==> src/rtl/io_port_permission_bitmap_macros.svh <==
// Assertion macros for the I/O port permission bitmap.
`ifndef IO_PORT_PERMISSION_BITMAP_MACROS_SVH
`define IO_PORT_PERMISSION_BITMAP_MACROS_SVH

`ifndef SYNTH
`define IOPB_ASSERT_NOW(lbl, clk, rst_n, cond) \
    lbl: assert property (@(posedge clk) disable iff (!rst_n) (cond)) \
        else $error("iopb assertion failed");
`define IOPB_ASSERT_NXT(lbl, clk, rst_n, ante, cons) \
    lbl: assert property (@(posedge clk) disable iff (!rst_n) (ante) |=> (cons)) \
        else $error("iopb assertion failed");
`else
`define IOPB_ASSERT_NOW(lbl, clk, rst_n, cond)
`define IOPB_ASSERT_NXT(lbl, clk, rst_n, ante, cons)
`endif

`endif

==> src/rtl/iopb_pkg.sv <==
// Package with operation codes, status codes and types of the permission bitmap.
`default_nettype none

package iopb_pkg;

    localparam int FUNC_W   = 2;
    localparam int STATUS_W = 2;
    localparam int PORT_W   = 16;
    localparam int COUNT_W  = 17;
    localparam int BYTE_W   = 8;
    localparam int BIDX_W   = 3;
    localparam int BADDR_W  = PORT_W - BIDX_W;
    localparam int MAX_BYTES = 1 << BADDR_W;

    localparam logic [FUNC_W-1:0] FN_LOOKUP = 2'd0;
    localparam logic [FUNC_W-1:0] FN_INSERT = 2'd1;
    localparam logic [FUNC_W-1:0] FN_DELETE = 2'd2;

    localparam logic [STATUS_W-1:0] ST_OK     = 2'd0;
    localparam logic [STATUS_W-1:0] ST_EXISTS = 2'd1;
    localparam logic [STATUS_W-1:0] ST_NOMEM  = 2'd2;

    localparam logic [COUNT_W-1:0] COUNT_MAX = '1;
    localparam logic [BYTE_W-1:0]  BYTE_ONES = '1;

    typedef enum logic {
        CLR_SWEEP,
        CLR_DONE
    } t_clr_state;

endpackage

`default_nettype wire

==> src/rtl/iopb_clear.sv <==
// Post-reset sweep that fills the bitmap memory with ones.
`default_nettype none

module iopb_clear #(
    parameter int DEPTH = 8192,
    parameter int AW    = 13
) (
    input  wire logic          i_clk,
    input  wire logic          i_rst_n,
    output logic               o_busy,
    output logic               o_wr_en,
    output logic [AW-1:0]      o_wr_addr
);
    import iopb_pkg::*;

    localparam logic [AW-1:0] LAST_ADDR = AW'(DEPTH - 1);

    t_clr_state    r_state;
    t_clr_state    n_state;
    logic [AW-1:0] r_addr;
    logic [AW-1:0] n_addr;

    always_comb begin
        n_state = r_state;
        n_addr  = r_addr;
        case (r_state)
            CLR_SWEEP: begin
                n_addr = r_addr + AW'(1);
                if (r_addr == LAST_ADDR) begin
                    n_state = CLR_DONE;
                end
            end
            CLR_DONE: begin
                n_state = CLR_DONE;
            end
            default: begin
                n_state = CLR_SWEEP;
            end
        endcase
    end

    always_comb begin
        case (r_state)
            CLR_SWEEP: begin
                o_busy  = 1'b1;
                o_wr_en = 1'b1;
            end
            default: begin
                o_busy  = 1'b0;
                o_wr_en = 1'b0;
            end
        endcase
        o_wr_addr = r_addr;
    end

    always_ff @(posedge i_clk) begin
        if (!i_rst_n) begin
            r_state <= CLR_SWEEP;
            r_addr  <= '0;
        end else begin
            r_state <= n_state;
            r_addr  <= n_addr;
        end
    end

endmodule

`default_nettype wire

==> config.mk <==
export PLATFORM = sky130hd
export DESIGN_NAME = iopb_clear
export DESIGN_NICKNAME = d
export VERILOG_FILES = /design/src/rtl/io_port_permission_bitmap_macros.svh /design/src/rtl/iopb_pkg.sv /design/src/rtl/iopb_clear.sv
export SDC_FILE = /design/constraint.sdc
export NUM_CORES = 1
export LEC_CHECK = 0
export ABC_AREA = 1
export BUFFER_PORTS_ARGS = -buffer_cell sky130_fd_sc_hd__clkbuf_2
export CORE_MARGIN = 2
export CORE_UTILIZATION = 45
export CTS_CLUSTER_SIZE = 14
export DETAILED_ROUTE_END_ITERATION = 8
export PLACE_DENSITY = 0.72
export SLEW_MARGIN = 40
export SYNTH_ARGS = -nofsm -noshare
export SYNTH_HDL_FRONTEND = slang
export SYNTH_SLANG_ARGS = --single-unit
==> constraint.sdc <==
create_clock -name i_clk -period 1.31 [get_ports i_clk]
set_clock_uncertainty 0.1 [all_clocks]
set_input_delay 0.1965 -clock i_clk [delete_from_list [all_inputs] [get_ports i_clk]]
set_output_delay 0.1965 -clock i_clk [all_outputs]
set_load 0.05 [all_outputs]
==> Yosys cells after proc, flatten, opt, wreduce, memory -nomap -nowiden <==
Index checks and enable logic that the tools add are counted.
{ "totals": {"register_bits": 14} }
{ "op_classes": {"addsub": 1, "eq_ne": 1, "n_mux": 3, "n_bitwise": 1} }
{ "ops": {"columns": ["cell", "count"], "rows": [
  ["$add 13x1->13 const B", 1],
  ["$eq 13x13->1 const B", 1],
  ["$mux 1", 2],
  ["$pmux 1 s2", 1],
  ["$not 1->1", 1]
]} }

==> Logic depth before layout (Yosys ltp) <==
{ "logic_depth": {"ltp_word": 3, "depth_mapped": 8} }

==> Worst setup path after synthesis <==
No wires, ideal clock.
{ "synth_timing": {"path_kind": "reg2reg", "start": "reg r_addr[0] (netlist: o_wr_addr[0])", "end": "reg r_addr[10] (netlist: o_wr_addr[10])", "setup_ps": 116, "t_arrival_ps": 1489, "required_time_ps": 1094, "path_slack_ps": -395, "path_stages_with_launch": 7, "period_less_slack_ps": 1705, "path_cell_list": "dfxtp_1 > ha_1 > inv_1 > nor2_1 > nand4_1 > o21ai_0 > nor2_1"} }
{ "synth_via": {"elab_chain_cells": 1} }
{ "synth_rtl": {"columns": ["element", "line_no", "text"], "rows": [
  ["from (decl)", "iopb_clear.sv:20", "logic [AW-1:0] r_addr;"],
  ["from (signal assigned)", "iopb_clear.sv:62", "r_addr <= n_addr;"],
  ["$add 13x1->13", "iopb_clear.sv:28", "n_addr = r_addr + AW'(1);"]
]} }
Every way passes these cells.
A chain may end at the register's enable or synchronous reset.

==> Worst setup path after layout <==
{ "layout_timing": {"start": "reg r_addr[0] (netlist: o_wr_addr[0])", "end": "out o_wr_addr[0]"} }
{ "layout_lines": {"columns": ["element", "line_no", "text"], "rows": [
  ["to (decl)", "iopb_clear.sv:12", "output logic [AW-1:0] o_wr_addr"]
]} }
No word-level cell between the ends.

==> reports/results.tsv <==
metric	value	unit
status	finished, final reports clean	
Crit path largest cell delay	0.39	ns
Final Max Slew Viols	0	
CP arrival	0.95	ns
syn_nets	101	
Tot Pwr	0.771	mW
CTS tree	done	
Critical Path RT	1.01	ns
layout cells sized above 1	0.368	
drt drc	0	
vias per cell	4.82	
most common cell after layout, fill and taps aside	nand2_1	
unique cell type count in the Yosys netlist	19	
drt total wl	1.35	mm
Pleak	0.377	nW
Hold Path End	o_wr_addr[11]	
Final ANT Viol Nets	0	
Slowest-stage cell, CP	dfxtp_4	
Placer Congestion	0.740	
r2r setup slk	0.09	ns
reg2reg start	o_wr_addr[0]	
Crit Path Class	flip-flop to output port	
drt wl/cell	10.1	µm
f_max	0.804	GHz
most frequent cells in the layout	nand2_1 (21), nor2_1 (16), clkbuf_2 (14)	
antenna violations before repair	0	
HP Class	input pin to flip-flop	
Root Driver	clkbuf_4	
first-pass GRT wire length	2.13	mm
CP Launch Type	flip-flop	
GRT Residual Overflow	0	
clock slew at reported path FFs	0.08	ns
r2r worst-path depth	8	
Final nets	121	
Skew-Pair Late Insertion Delay	0.28	ns
drt first-iter violations	9	
Worst slew margin	0.815	
TritonRoute pass-1 iters	4	
Post-Syn Area	684	µm²
RSZ-0062 raised after global routing	yes	
Chip Height	43	µm
pwr dens	896	nW/µm²
worst r2r dst	o_wr_addr[12]	
GRT Total Usage	0.156	
Setup Viol. Count Final	0	
Vias	641	
FF+latch count, synth	14	
peak supply drop	0.000484	V
FP Rows	14	
minimum clock period	1.24	ns
# fillers	153	
largest net degree at the start of global routing	13	
CTS Hold Bufs	0	
Die Wd	43	µm
Place WS	0.0370	ns
PortBufs	16	
core area	1470	µm²
WHS Path Cells	3	
Die ar.	1850	µm²
cell count after synthesis	98	
detailed placement HPWL	1.02	mm
number of global-route vias before repair	522	
Seq/Total Area, Yosys	0.410	
P&R area growth vs syn	25.8	%
Design Area, Final	861	µm²
placed cell area	801	µm²
ANT cells	0	
H-tree depth	1	
setup slack after layout	0.0665	ns
total negative slack	0	ns
CP Cell Sequence	clkbuf_2	
Synth warnings	0	
Final Util	0.585	
critical path endpoint category	output port	
worst-path maximum fanout	4	
Clock Tree Buf Depth	2	
CP delay by family, top	flip-flops	
Final Hold Viols	0	
Worst Hold Launch	i_rst_n	
I/O pins	17	
Initial Util	0.465	
CTS buffer count	3	
Critical path buffers and inverters	1	
Max Cap Viol	0	
syn avg cell area	6.98	µm²
fin crit share	0.949	
Worst-Margin Slew	0.279	ns
TritonCTS Sinks	14	
Yosys cell counts:
library cell	instances	area [µm²]
nand2_1	21	78.8
nor2_1	18	67.6
dfxtp_1	14	280
inv_1	14	52.6
a21oi_1	7	35.0
o21ai_0	5	25.0
nand3_1	4	20.0
nand4_1	3	18.8
xnor2_1	2	17.5
buf_4	1	7.51
buf_6	1	11.3
ha_1	1	12.5
inv_4	1	6.26
nand2_4	1	11.3
nand4_2	1	12.5
nor2_2	1	6.26
nor2_4	1	11.3
nor3_1	1	5.00
o21ai_1	1	5.00
final cells by class:
| type | instances | area [µm²] | area share |
|---|---|---|---|
| clock buffer | 3 | 22.5 | 0.0262 |
| sequential | 14 | 304 | 0.353 |
| multi-input combinational | 67 | 354 | 0.411 |
| timing repair buffer | 17 | 92.6 | 0.108 |
| inverter | 15 | 63.8 | 0.0741 |
| tap | 16 | 20.0 | 0.0233 |
| clock inverter | 1 | 3.75 | 0.00436 |
report_power, final:
part / switching, mW / total (mW) / internal, mW
Clock: 0.141 / 0.252 / 0.111
Sequential: 0.0123 / 0.444 / 0.432
Combinational: 0.0537 / 0.0754 / 0.0217
Total: 0.207 / 0.771 / 0.564
cell families (layout without fill, tap and decap cells):
group,after synthesis,in the layout,synth area share
AND/OR/NAND/NOR,51,51,0.338
buffers and inverters,17,36,0.113
flip-flops,14,14,0.410
AO/OA/AOI/OAI,13,13,0.0950
XOR/XNOR,2,2,0.0256
adder cells (fa/ha/maj),1,1,0.0183
state kept, by name, summed over array words and instances, names as in the netlist:
register and count:
o_wr_addr 13, r_state 1
routing by layer:
layer  GRT usage  part of all wire
met2       0.248              0.48
met5           0                 0
met4      0.0909             0.025
met3      0.0255             0.042
met1       0.197              0.46
worst max path at each step:
| stage | from | end | slack, ns | cells past startpoint |
|---|---|---|---|---|
| after floorplan | o_wr_addr[0] | o_wr_addr[10] | -0.006 | 6 |
| after global placement | o_wr_addr[0] | o_wr_addr[10] | 0.07 | 6 |
| after detailed placement | o_wr_addr[0] | o_wr_addr[10] | 0.04 | 6 |
| after CTS | o_wr_addr[0] | o_wr_addr[10] | 0.02 | 6 |
| after global routing | o_wr_addr[0] | o_wr_addr[12] | -0.01 | 8 |
| final | o_wr_addr[0] | o_wr_addr[0] | 0.07 | 1 |
stage by stage:
step	hold WS, ns	cells
4_1_cts	0.168	132
3_3_place_gp	0.356	128
5_1_grt	0.184	133
6_report	0.173	133
2_1_floorplan	0.227	98
3_5_place_dp	0.363	128
repair_timing:
action                     CTS  global route
pin swaps                    0             6
hold endpoints to repair     0             0
gates resized for setup      3            10
setup buffers                0             1
setup endpoints to repair    2             9
No activity file was read; power rests on OpenSTA's default activity.
